--- src/rtl/core/tfap_pkg.sv ---
// shared types and codes for the team filtered box pair scan
package tfap_pkg;

   localparam int ID_W   = 16;
   localparam int TEAM_W = 8;
   localparam int SIZE_W = 15;
   localparam int POS_W  = 16;
   localparam int BOX_W  = 17;

   typedef enum logic [1:0] {
      FUNC_ADD  = 2'd0,
      FUNC_POS  = 2'd1,
      FUNC_SCAN = 2'd2,
      FUNC_NONE = 2'd3
   } func_type;

   typedef enum logic [2:0] {
      ST_IDLE,
      ST_LOAD,
      ST_HIT,
      ST_DRAIN,
      ST_FINISH
   } state_type;

   typedef struct packed {
      logic [ID_W-1:0]          id;
      logic [TEAM_W-1:0]        team;
      logic [SIZE_W-1:0]        size_w;
      logic [SIZE_W-1:0]        size_h;
      logic signed [BOX_W-1:0]  x_low;
      logic signed [BOX_W-1:0]  y_low;
      logic signed [BOX_W-1:0]  x_high;
      logic signed [BOX_W-1:0]  y_high;
   } entry_type;

   typedef struct packed {
      logic                     en;
      logic [ID_W-1:0]          id;
      logic signed [POS_W-1:0]  x;
      logic signed [POS_W-1:0]  y;
   } pos_cmd_type;

endpackage

--- src/rtl/core/tfap_if.sv ---
// request and response channel interfaces
interface tfap_req_if;
   logic                 valid;
   logic                 ready;
   logic [1:0]           func;
   logic [15:0]          entity_id;
   logic [14:0]          box_width;
   logic [14:0]          box_height;
   logic [7:0]           team_tag;
   logic signed [15:0]   pos_x;
   logic signed [15:0]   pos_y;

   modport source (output valid, func, entity_id, box_width, box_height, team_tag,
                   pos_x, pos_y, input ready);
   modport sink (input valid, func, entity_id, box_width, box_height, team_tag,
                 pos_x, pos_y, output ready);
endinterface

interface tfap_rsp_if;
   logic        valid;
   logic        ready;
   logic [15:0] first_entity;
   logic [15:0] second_entity;
   logic        pair_valid;
   logic        last_pair;
   logic        table_full;

   modport source (output valid, first_entity, second_entity, pair_valid, last_pair,
                   table_full, input ready);
   modport sink (input valid, first_entity, second_entity, pair_valid, last_pair,
                 table_full, output ready);
endinterface

--- src/rtl/core/tfap_cell.sv ---
// one table entry with its position update and overlap test against the probe
module tfap_cell
   import tfap_pkg::*;
(
   input  logic        clock,
   input  logic        add_en,
   input  entry_type   add_entry,
   input  pos_cmd_type pos_cmd,
   input  entry_type   probe,
   output entry_type   ent,
   output logic        hit
);

   entry_type ent_ff;
   entry_type ent_in;

   always_comb begin
      ent_in = ent_ff;
      if (add_en) begin
         ent_in = add_entry;
      end else if (pos_cmd.en && (pos_cmd.id == ent_ff.id)) begin
         ent_in.x_low  = BOX_W'(pos_cmd.x);
         ent_in.y_low  = BOX_W'(pos_cmd.y);
         ent_in.x_high = BOX_W'(pos_cmd.x) + $signed({2'b00, ent_ff.size_w});
         ent_in.y_high = BOX_W'(pos_cmd.y) + $signed({2'b00, ent_ff.size_h});
      end
   end

   always_ff @(posedge clock) begin
      ent_ff <= ent_in;
   end

   assign ent = ent_ff;

   // strict overlap on both axes, other team only
   assign hit = (probe.team != ent_ff.team) &&
                (probe.x_low < ent_ff.x_high) && (probe.x_high > ent_ff.x_low) &&
                (probe.y_low < ent_ff.y_high) && (probe.y_high > ent_ff.y_low);

endmodule

--- src/rtl/core/team_filtered_aabb_pair_scan.sv ---
// Team filtered box pair scan: a row of MAX_ENTITIES entry cells. Add, position
// update and unused codes give one beat. A scan walks the table one probe
// entry at a time: the load and hit states load the probe and latch the
// overlap hits of all later entries in parallel, then the drain state sends
// the colliding pairs one at a time, waiting while the response register is
// full. One pair is held back so the final beat can carry last_pair; a scan
// with no pair gives a single beat with pair_valid low. The next request
// is taken once the response register is empty and the block is idle.
module team_filtered_aabb_pair_scan
   import tfap_pkg::*;
#(
   parameter int MAX_ENTITIES = 8
)(
   input  logic        clock,
   input  logic        reset,
   tfap_req_if.sink    req_chan,
   tfap_rsp_if.source  rsp_chan
);

   localparam int IDX_W = $clog2(MAX_ENTITIES);
   localparam int CNT_W = $clog2(MAX_ENTITIES + 1);

   state_type state_ff, state_in;
   logic [CNT_W-1:0] count_ff, count_in;
   logic [IDX_W-1:0] idx_ff, idx_in;
   entry_type        probe_ff;
   logic [MAX_ENTITIES-1:0] hit_ff, hit_in;
   logic             pend_ff, pend_in;
   logic [ID_W-1:0]  pend_first_ff, pend_second_ff;
   logic             rsp_valid_ff, rsp_valid_in;
   logic [ID_W-1:0]  rsp_first_ff, rsp_second_ff;
   logic             rsp_pair_ff, rsp_last_ff, rsp_full_ff;

   entry_type               ents [MAX_ENTITIES];
   logic [MAX_ENTITIES-1:0] hits;
   logic [MAX_ENTITIES-1:0] add_sel;
   entry_type               add_entry;
   pos_cmd_type             pos_cmd;

   logic req_fire, rsp_free, last_probe, hit_any;
   logic [IDX_W-1:0] hit_idx;
   logic [MAX_ENTITIES-1:0] hit_mask;
   func_type func;

   // control strobes from the output block
   logic do_req, do_scan_start, do_probe, do_hit, do_pair, do_next, do_finish;

   assign func     = func_type'(req_chan.func);
   assign rsp_free = !rsp_valid_ff || rsp_chan.ready;
   assign req_chan.ready = (state_ff == ST_IDLE) && !rsp_valid_ff;
   assign req_fire = req_chan.valid && req_chan.ready;
   assign last_probe = (CNT_W'(idx_ff) + CNT_W'(2)) >= count_ff;
   assign hit_any  = |hit_ff;

   always_comb begin
      hit_idx = '0;
      for (int j = MAX_ENTITIES - 1; j >= 0; j--) begin
         if (hit_ff[j]) begin
            hit_idx = IDX_W'(j);
         end
      end
   end

   // entries after the probe that are in use
   always_comb begin
      for (int j = 0; j < MAX_ENTITIES; j++) begin
         hit_mask[j] = (IDX_W'(j) > idx_ff) && (CNT_W'(j) < count_ff);
      end
   end

   assign add_entry.id     = req_chan.entity_id;
   assign add_entry.team   = req_chan.team_tag;
   assign add_entry.size_w = req_chan.box_width;
   assign add_entry.size_h = req_chan.box_height;
   assign add_entry.x_low  = '0;
   assign add_entry.y_low  = '0;
   assign add_entry.x_high = '0;
   assign add_entry.y_high = '0;

   assign pos_cmd.en = req_fire && (func == FUNC_POS);
   assign pos_cmd.id = req_chan.entity_id;
   assign pos_cmd.x  = req_chan.pos_x;
   assign pos_cmd.y  = req_chan.pos_y;

   always_comb begin
      for (int j = 0; j < MAX_ENTITIES; j++) begin
         add_sel[j] = req_fire && (func == FUNC_ADD) && (CNT_W'(j) == count_ff);
      end
   end

   for (genvar g = 0; g < MAX_ENTITIES; g++) begin : g_cell
      tfap_cell u_cell (
         .clock     (clock),
         .add_en    (add_sel[g]),
         .add_entry (add_entry),
         .pos_cmd   (pos_cmd),
         .probe     (probe_ff),
         .ent       (ents[g]),
         .hit       (hits[g])
      );
   end

   // next state
   always_comb begin
      state_in = state_ff;
      case (state_ff)
         ST_IDLE: begin
            if (req_fire && (func == FUNC_SCAN) && (count_ff >= CNT_W'(2))) begin
               state_in = ST_LOAD;
            end
         end
         ST_LOAD:  state_in = ST_HIT;
         ST_HIT:   state_in = ST_DRAIN;
         ST_DRAIN: begin
            if (!hit_any) begin
               state_in = last_probe ? ST_FINISH : ST_LOAD;
            end
         end
         ST_FINISH: begin
            if (rsp_free) begin
               state_in = ST_IDLE;
            end
         end
         default: state_in = ST_IDLE;
      endcase
   end

   // control outputs
   always_comb begin
      do_req        = 1'b0;
      do_scan_start = 1'b0;
      do_probe      = 1'b0;
      do_hit        = 1'b0;
      do_pair       = 1'b0;
      do_next       = 1'b0;
      do_finish     = 1'b0;
      case (state_ff)
         ST_IDLE: begin
            do_req        = req_fire;
            do_scan_start = req_fire && (func == FUNC_SCAN) && (count_ff >= CNT_W'(2));
         end
         ST_LOAD:  do_probe = 1'b1;
         ST_HIT:   do_hit   = 1'b1;
         ST_DRAIN: begin
            do_pair = hit_any && (!pend_ff || rsp_free);
            do_next = !hit_any && !last_probe;
         end
         ST_FINISH: do_finish = rsp_free;
         default: ;
      endcase
   end

   always_comb begin
      count_in = count_ff;
      idx_in   = idx_ff;
      hit_in   = hit_ff;
      pend_in  = pend_ff;
      if (do_req && (func == FUNC_ADD) && (count_ff < CNT_W'(MAX_ENTITIES))) begin
         count_in = count_ff + CNT_W'(1);
      end
      if (do_scan_start) begin
         idx_in  = '0;
         pend_in = 1'b0;
      end
      if (do_hit) begin
         hit_in = hits & hit_mask;
      end
      if (do_pair) begin
         hit_in[hit_idx] = 1'b0;
         pend_in = 1'b1;
      end
      if (do_next) begin
         idx_in = idx_ff + IDX_W'(1);
      end
      if (do_finish) begin
         pend_in = 1'b0;
      end
   end

   always_comb begin
      rsp_valid_in = rsp_valid_ff && !rsp_chan.ready;
      if (do_req && !do_scan_start) begin
         rsp_valid_in = 1'b1;
      end
      if ((do_pair && pend_ff) || do_finish) begin
         rsp_valid_in = 1'b1;
      end
   end

   always_ff @(posedge clock) begin
      if (reset) begin
         state_ff     <= ST_IDLE;
         count_ff     <= '0;
         idx_ff       <= '0;
         hit_ff       <= '0;
         pend_ff      <= 1'b0;
         rsp_valid_ff <= 1'b0;
      end else begin
         state_ff     <= state_in;
         count_ff     <= count_in;
         idx_ff       <= idx_in;
         hit_ff       <= hit_in;
         pend_ff      <= pend_in;
         rsp_valid_ff <= rsp_valid_in;
      end
   end

   always_ff @(posedge clock) begin
      if (do_probe) begin
         probe_ff <= ents[idx_ff];
      end
      if (do_pair) begin
         pend_first_ff  <= probe_ff.id;
         pend_second_ff <= ents[hit_idx].id;
      end
      if (do_req && !do_scan_start) begin
         rsp_first_ff  <= '0;
         rsp_second_ff <= '0;
         rsp_pair_ff   <= 1'b0;
         rsp_last_ff   <= 1'b1;
         rsp_full_ff   <= (func == FUNC_ADD) && (count_ff >= CNT_W'(MAX_ENTITIES));
      end else if (do_pair && pend_ff) begin
         rsp_first_ff  <= pend_first_ff;
         rsp_second_ff <= pend_second_ff;
         rsp_pair_ff   <= 1'b1;
         rsp_last_ff   <= 1'b0;
         rsp_full_ff   <= 1'b0;
      end else if (do_finish) begin
         rsp_first_ff  <= pend_ff ? pend_first_ff : '0;
         rsp_second_ff <= pend_ff ? pend_second_ff : '0;
         rsp_pair_ff   <= pend_ff;
         rsp_last_ff   <= 1'b1;
         rsp_full_ff   <= 1'b0;
      end
   end

   assign rsp_chan.valid         = rsp_valid_ff;
   assign rsp_chan.first_entity  = rsp_first_ff;
   assign rsp_chan.second_entity = rsp_second_ff;
   assign rsp_chan.pair_valid    = rsp_pair_ff;
   assign rsp_chan.last_pair     = rsp_last_ff;
   assign rsp_chan.table_full    = rsp_full_ff;

endmodule

--- src/flat_wrapper.sv ---
// flat-port wrapper written by rule: the top's interface ports become plain ports
module team_filtered_aabb_pair_scan_flat import tfap_pkg::*;
#(
   parameter int MAX_ENTITIES = 8
)
  (clock, reset, req_chan_valid, req_chan_func, req_chan_entity_id, req_chan_box_width, req_chan_box_height, req_chan_team_tag, req_chan_pos_x, req_chan_pos_y, req_chan_ready, rsp_chan_valid, rsp_chan_first_entity, rsp_chan_second_entity, rsp_chan_pair_valid, rsp_chan_last_pair, rsp_chan_table_full, rsp_chan_ready);
  tfap_req_if req_chan_i ();
  tfap_rsp_if rsp_chan_i ();
  input  logic clock;
  input  logic reset;
  input wire logic [$bits(req_chan_i.valid)-1:0] req_chan_valid;
  input wire logic [$bits(req_chan_i.func)-1:0] req_chan_func;
  input wire logic [$bits(req_chan_i.entity_id)-1:0] req_chan_entity_id;
  input wire logic [$bits(req_chan_i.box_width)-1:0] req_chan_box_width;
  input wire logic [$bits(req_chan_i.box_height)-1:0] req_chan_box_height;
  input wire logic [$bits(req_chan_i.team_tag)-1:0] req_chan_team_tag;
  input wire logic [$bits(req_chan_i.pos_x)-1:0] req_chan_pos_x;
  input wire logic [$bits(req_chan_i.pos_y)-1:0] req_chan_pos_y;
  output wire logic [$bits(req_chan_i.ready)-1:0] req_chan_ready;
  output wire logic [$bits(rsp_chan_i.valid)-1:0] rsp_chan_valid;
  output wire logic [$bits(rsp_chan_i.first_entity)-1:0] rsp_chan_first_entity;
  output wire logic [$bits(rsp_chan_i.second_entity)-1:0] rsp_chan_second_entity;
  output wire logic [$bits(rsp_chan_i.pair_valid)-1:0] rsp_chan_pair_valid;
  output wire logic [$bits(rsp_chan_i.last_pair)-1:0] rsp_chan_last_pair;
  output wire logic [$bits(rsp_chan_i.table_full)-1:0] rsp_chan_table_full;
  input wire logic [$bits(rsp_chan_i.ready)-1:0] rsp_chan_ready;
  assign req_chan_i.valid = req_chan_valid;
  assign req_chan_i.func = req_chan_func;
  assign req_chan_i.entity_id = req_chan_entity_id;
  assign req_chan_i.box_width = req_chan_box_width;
  assign req_chan_i.box_height = req_chan_box_height;
  assign req_chan_i.team_tag = req_chan_team_tag;
  assign req_chan_i.pos_x = req_chan_pos_x;
  assign req_chan_i.pos_y = req_chan_pos_y;
  assign req_chan_ready = req_chan_i.ready;
  assign rsp_chan_valid = rsp_chan_i.valid;
  assign rsp_chan_first_entity = rsp_chan_i.first_entity;
  assign rsp_chan_second_entity = rsp_chan_i.second_entity;
  assign rsp_chan_pair_valid = rsp_chan_i.pair_valid;
  assign rsp_chan_last_pair = rsp_chan_i.last_pair;
  assign rsp_chan_table_full = rsp_chan_i.table_full;
  assign rsp_chan_i.ready = rsp_chan_ready;
  team_filtered_aabb_pair_scan #(.MAX_ENTITIES(MAX_ENTITIES)) u_core (.clock(clock), .reset(reset), .req_chan(req_chan_i), .rsp_chan(rsp_chan_i));
endmodule
--- config.mk ---
export PLATFORM = sky130hd
export DESIGN_NAME = team_filtered_aabb_pair_scan_flat
export DESIGN_NICKNAME = d
export VERILOG_FILES = /design/src/rtl/core/tfap_pkg.sv /design/src/rtl/core/tfap_if.sv /design/src/rtl/core/tfap_cell.sv /design/src/rtl/core/team_filtered_aabb_pair_scan.sv /design/src/flat_wrapper.sv
export SDC_FILE = /design/constraint.sdc
export NUM_CORES = 2
export LEC_CHECK = 0
export BUFFER_PORTS_ARGS = -buffer_cell sky130_fd_sc_hd__buf_2
export CAP_MARGIN = 25
export CELL_PAD_IN_SITES_DETAIL_PLACEMENT = 0
export CELL_PAD_IN_SITES_GLOBAL_PLACEMENT = 1
export CORE_MARGIN = 2
export CORE_UTILIZATION = 35
export DETAILED_ROUTE_END_ITERATION = 6
export PLACE_DENSITY_LB_ADDON = 0.1
export SLEW_MARGIN = 20
export SYNTH_ARGS = -nofsm -noshare
export SYNTH_HDL_FRONTEND = slang
export SYNTH_SLANG_ARGS = --single-unit
--- constraint.sdc ---
create_clock -name clock -period 21 [get_ports clock]
set_clock_uncertainty 0.1 [all_clocks]
set_input_delay 1.05 -clock clock [delete_from_list [all_inputs] [get_ports clock]]
set_output_delay 1.05 -clock clock [all_outputs]
set_load 0.005 [all_outputs]
==> run_results.csv <==
group,metric,value,unit
sta,setup_slack,16460,ps
synthesis,yosysMostFrequentCell,"nand2_1",
clock_network,cts_setup_buffers,0,
power,p_per_area,71.3,mW/mm2
synthesis,synth_edf_count,555,
setup_path,cp_max_fo,53,
clock_network,ctsHoldBuffers,0,
synthesis,synth_simple_gate_area_share,0.144,
synthesis,synthCells,7240,
setup_path,endpoint_kind,"flop",
grt,grt_max_degree,126,
setup_path,critPathKind,"flop to flop",
place,dp.cells,9775,
synthesis,yosysWarnings,0,
clock_network,cts_sinks,1137,
grt,grt_pass1_vias,53770,
place,port-buffer-count,128,
job,cap_viol_max_count,0,
synthesis,synthAdderAreaFrac,0.146,
final_layout,final_cells,10058,
synthesis,synth_seq_cells,1137,
synthesis,synth-compound-area-share,0.141,
final_layout,syn2layout_area_growth,12.3,%
detailed_routing,first_pass_iters,6,
status,outcome,"finished clean",
sta,worst_slew_pin_slew,1110,ps
sta,max-slew-margin-rel,0.255,
setup_path,critPathLaunchType,"flop",
place,gp_congestion,0.926,
synthesis,synthesis.nets,8129,
final_layout,design_area,0.0776,mm2
setup_path,arrival,5150,ps
synthesis,synthTopCellsByCount,"nand2_1 (1275), ha_1 (781), a21oi_1 (751)",
synthesis,yosysTopAreaCell,"edfxtp_1",
synthesis,ys_top_cells_by_area,"edfxtp_1 (24%), dfxtp_1 (17%), ha_1 (14%)",
synthesis,yosysSeqAreaShare,0.410,
sta,rsz0062_at_grt,"no",
sta,fmax,0.220,GHz
sta,finalSetupViolations,0,
synthesis,synth-xor-area-share,0.0451,
detailed_routing,ant_nets,0,
synthesis,syn_avg_cell_area,9.54,um2
clock_network,htreeDepth,4,
setup_path,crit_required,21610,ps
synthesis,async_flop_share,0,
detailed_routing,first_iter_violations,4696,
clock_network,clock_latency,830,ps
grt,grt_pass1_wl,390,mm
die,dieArea,0.201,mm2
synthesis,synth_cell_type_count,75,
final_layout,regArea,0.0283,mm2
detailed_routing,dr_total_vias,55657,
synthesis,synthMuxAreaShare,0.0620,
place,hpwlAfterDp,200,mm
final_layout,final_nets,8173,
sta,hold_viol_final,0,
die,ioPinCount,129,
min_path,min_path_type,"flop to flop",
clock_network,cts_resized,0,
detailed_routing,drc,0,
final_layout,multiInputGateArea,0.0373,mm2
power,vdd_drop_max,0.0613,mV
die,chipHeight,448,um
place,dpl_cell_area,0.0725,mm2
clock_network,cts_buffers,145,
detailed_routing,routed_wl,275,mm
die,start_util,0.351,
clock_network,path_clk_slew,60,ps
clock_network,cts_buffer_depth,3,
sta,slew_viol_final,0,
final_layout,drive_above_1_share,0.0926,
sta,setup_tns,0,ps
detailed_routing,wl_per_cell,27.4,um
clock_network,cts_tree,"built",
sta,post-route-min-period,4540,ps
die,rows,163,
clock_network,root_buffer,"clkbuf_16",
grt,grt_usage,0.271,
place,preCtsSetupSlack,16170,ps
grt,antenna_found_initial,16,
grt,grt_overflow_total,0,
synthesis,syn_area,0.0691,mm2
synthesis,synth_top_family_by_area,"adder cells",
power,power_leakage,27.9,nW
synthesis,synthFlopType,"dfxtp_1",
die,die_x,448,um
final_layout,n_fill_cell,19547,
sta,fin_crit_sh,0.216,
synthesis,synth.top_cell.area_share,0.241,
die,core,0.197,mm2
detailed_routing,via_per_inst,5.53,
power,power.total,5.53,mW
[final cells by class]
class / instances / share of cell area
Tap cell: 2640 / 0.0426
Antenna cell: 9 / 0.000290
Sequential cell: 1137 / 0.365
Multi-Input combinational cell: 5185 / 0.481
Clock inverter: 73 / 0.0118
Inverter: 606 / 0.0293
Clock buffer: 199 / 0.0533
Timing Repair Buffer: 209 / 0.0167
[cell usage in the layout, fill, tap and decap left out, types with 20 or more instances in the layout]
cell       count
a2111oi_0     21
a211o_1       28
a211oi_1      81
a21o_1        82
a21oi_1      751
a22o_1        36
a31oi_1       36
and2_1        26
and3_1        35
buf_2        129
buf_4         76
clkbuf_1      28
clkbuf_16    149
clkbuf_8      22
clkinv_2      28
dfxtp_1      579
edfxtp_1     555
ha_1         781
inv_1        603
mux2i_1       22
mux4_2       180
nand2_1     1275
nand2b_1      64
nand3_1      111
nand4_1       68
nor2_1       297
nor2b_1       63
nor3_1        74
nor4_1        83
o2111ai_1     21
o211ai_1      46
o21a_1        71
o21ai_0      256
o21bai_1      20
o22ai_1       30
o31ai_1       20
or4_1         22
xnor2_1      174
xor2_1       182
[cell families after synthesis]
logic type | after synthesis
AOI/OAI and AO/OA | 1602
xor gates and xnor gates | 356
adders and majority gates | 797
buffers and inverters | 918
DFF | 1137
muxes | 203
and+or+nand+nor | 2227
[sequential cells by signal, summed over array words and instances (netlist names), 3 cells and up]
signal                         cells
u_core.count_ff                    4
u_core.state_ff                    3
u_core.idx_ff                      3
u_core.pend_second_ff             16
u_core.probe_ff                   90
u_core.g_cell.u_cell.ent         960
u_core.rsp_chan.second_entity     16
u_core.pend_first_ff              16
u_core.hit_ff                      8
u_core.rsp_chan.first_entity      16
[worst max-delay path, cell delays in order (launching register included)]
cell,delay (ps)
dfxtp_1,380
nor4_4,420
nand2_1,230
nor4b_1,540
and2_4,540
buf_4,680
buf_4,700
nor2_1,400
a32oi_1,270
nand2_1,80
[per-layer routing]
metal,vias to the layer above,track usage,part of all wire
met4,0,0.0783,0.030
met3,339,0.0390,0.055
li1,25978,-,-
met1,27744,0.390,0.47
met2,1596,0.420,0.44
met5,-,0,0
[metrics by stage]
stage                util  hold WS (ps)
floorplan               -           300
global placement    0.368           304
detailed placement  0.368           305
CTS                 0.394           318
global route        0.394           328
finish              0.394           316
[report_power, final]
group | switching [mW] | internal [mW] | total (mW)
clock network | 1.09 | 1.58 | 2.67
registers | 0.0385 | 2.34 | 2.38
logic | 0.310 | 0.173 | 0.484
total | 1.44 | 4.10 | 5.53
[path summary, 6_finish.rpt]
check                        from                               to  slack [ps]  depth (start not counted)
max            u_core.state_ff[0]  u_core.g_cell[2].u_cell.ent[32]       16460                          9
min          u_core.probe_ff[120]         u_core.pend_first_ff[14]         320                          0
max reg2reg    u_core.state_ff[0]  u_core.g_cell[2].u_cell.ent[32]       16460                          9
min reg2reg  u_core.probe_ff[120]         u_core.pend_first_ff[14]         320                          0
No activity file was read; power rests on OpenSTA's default activity.
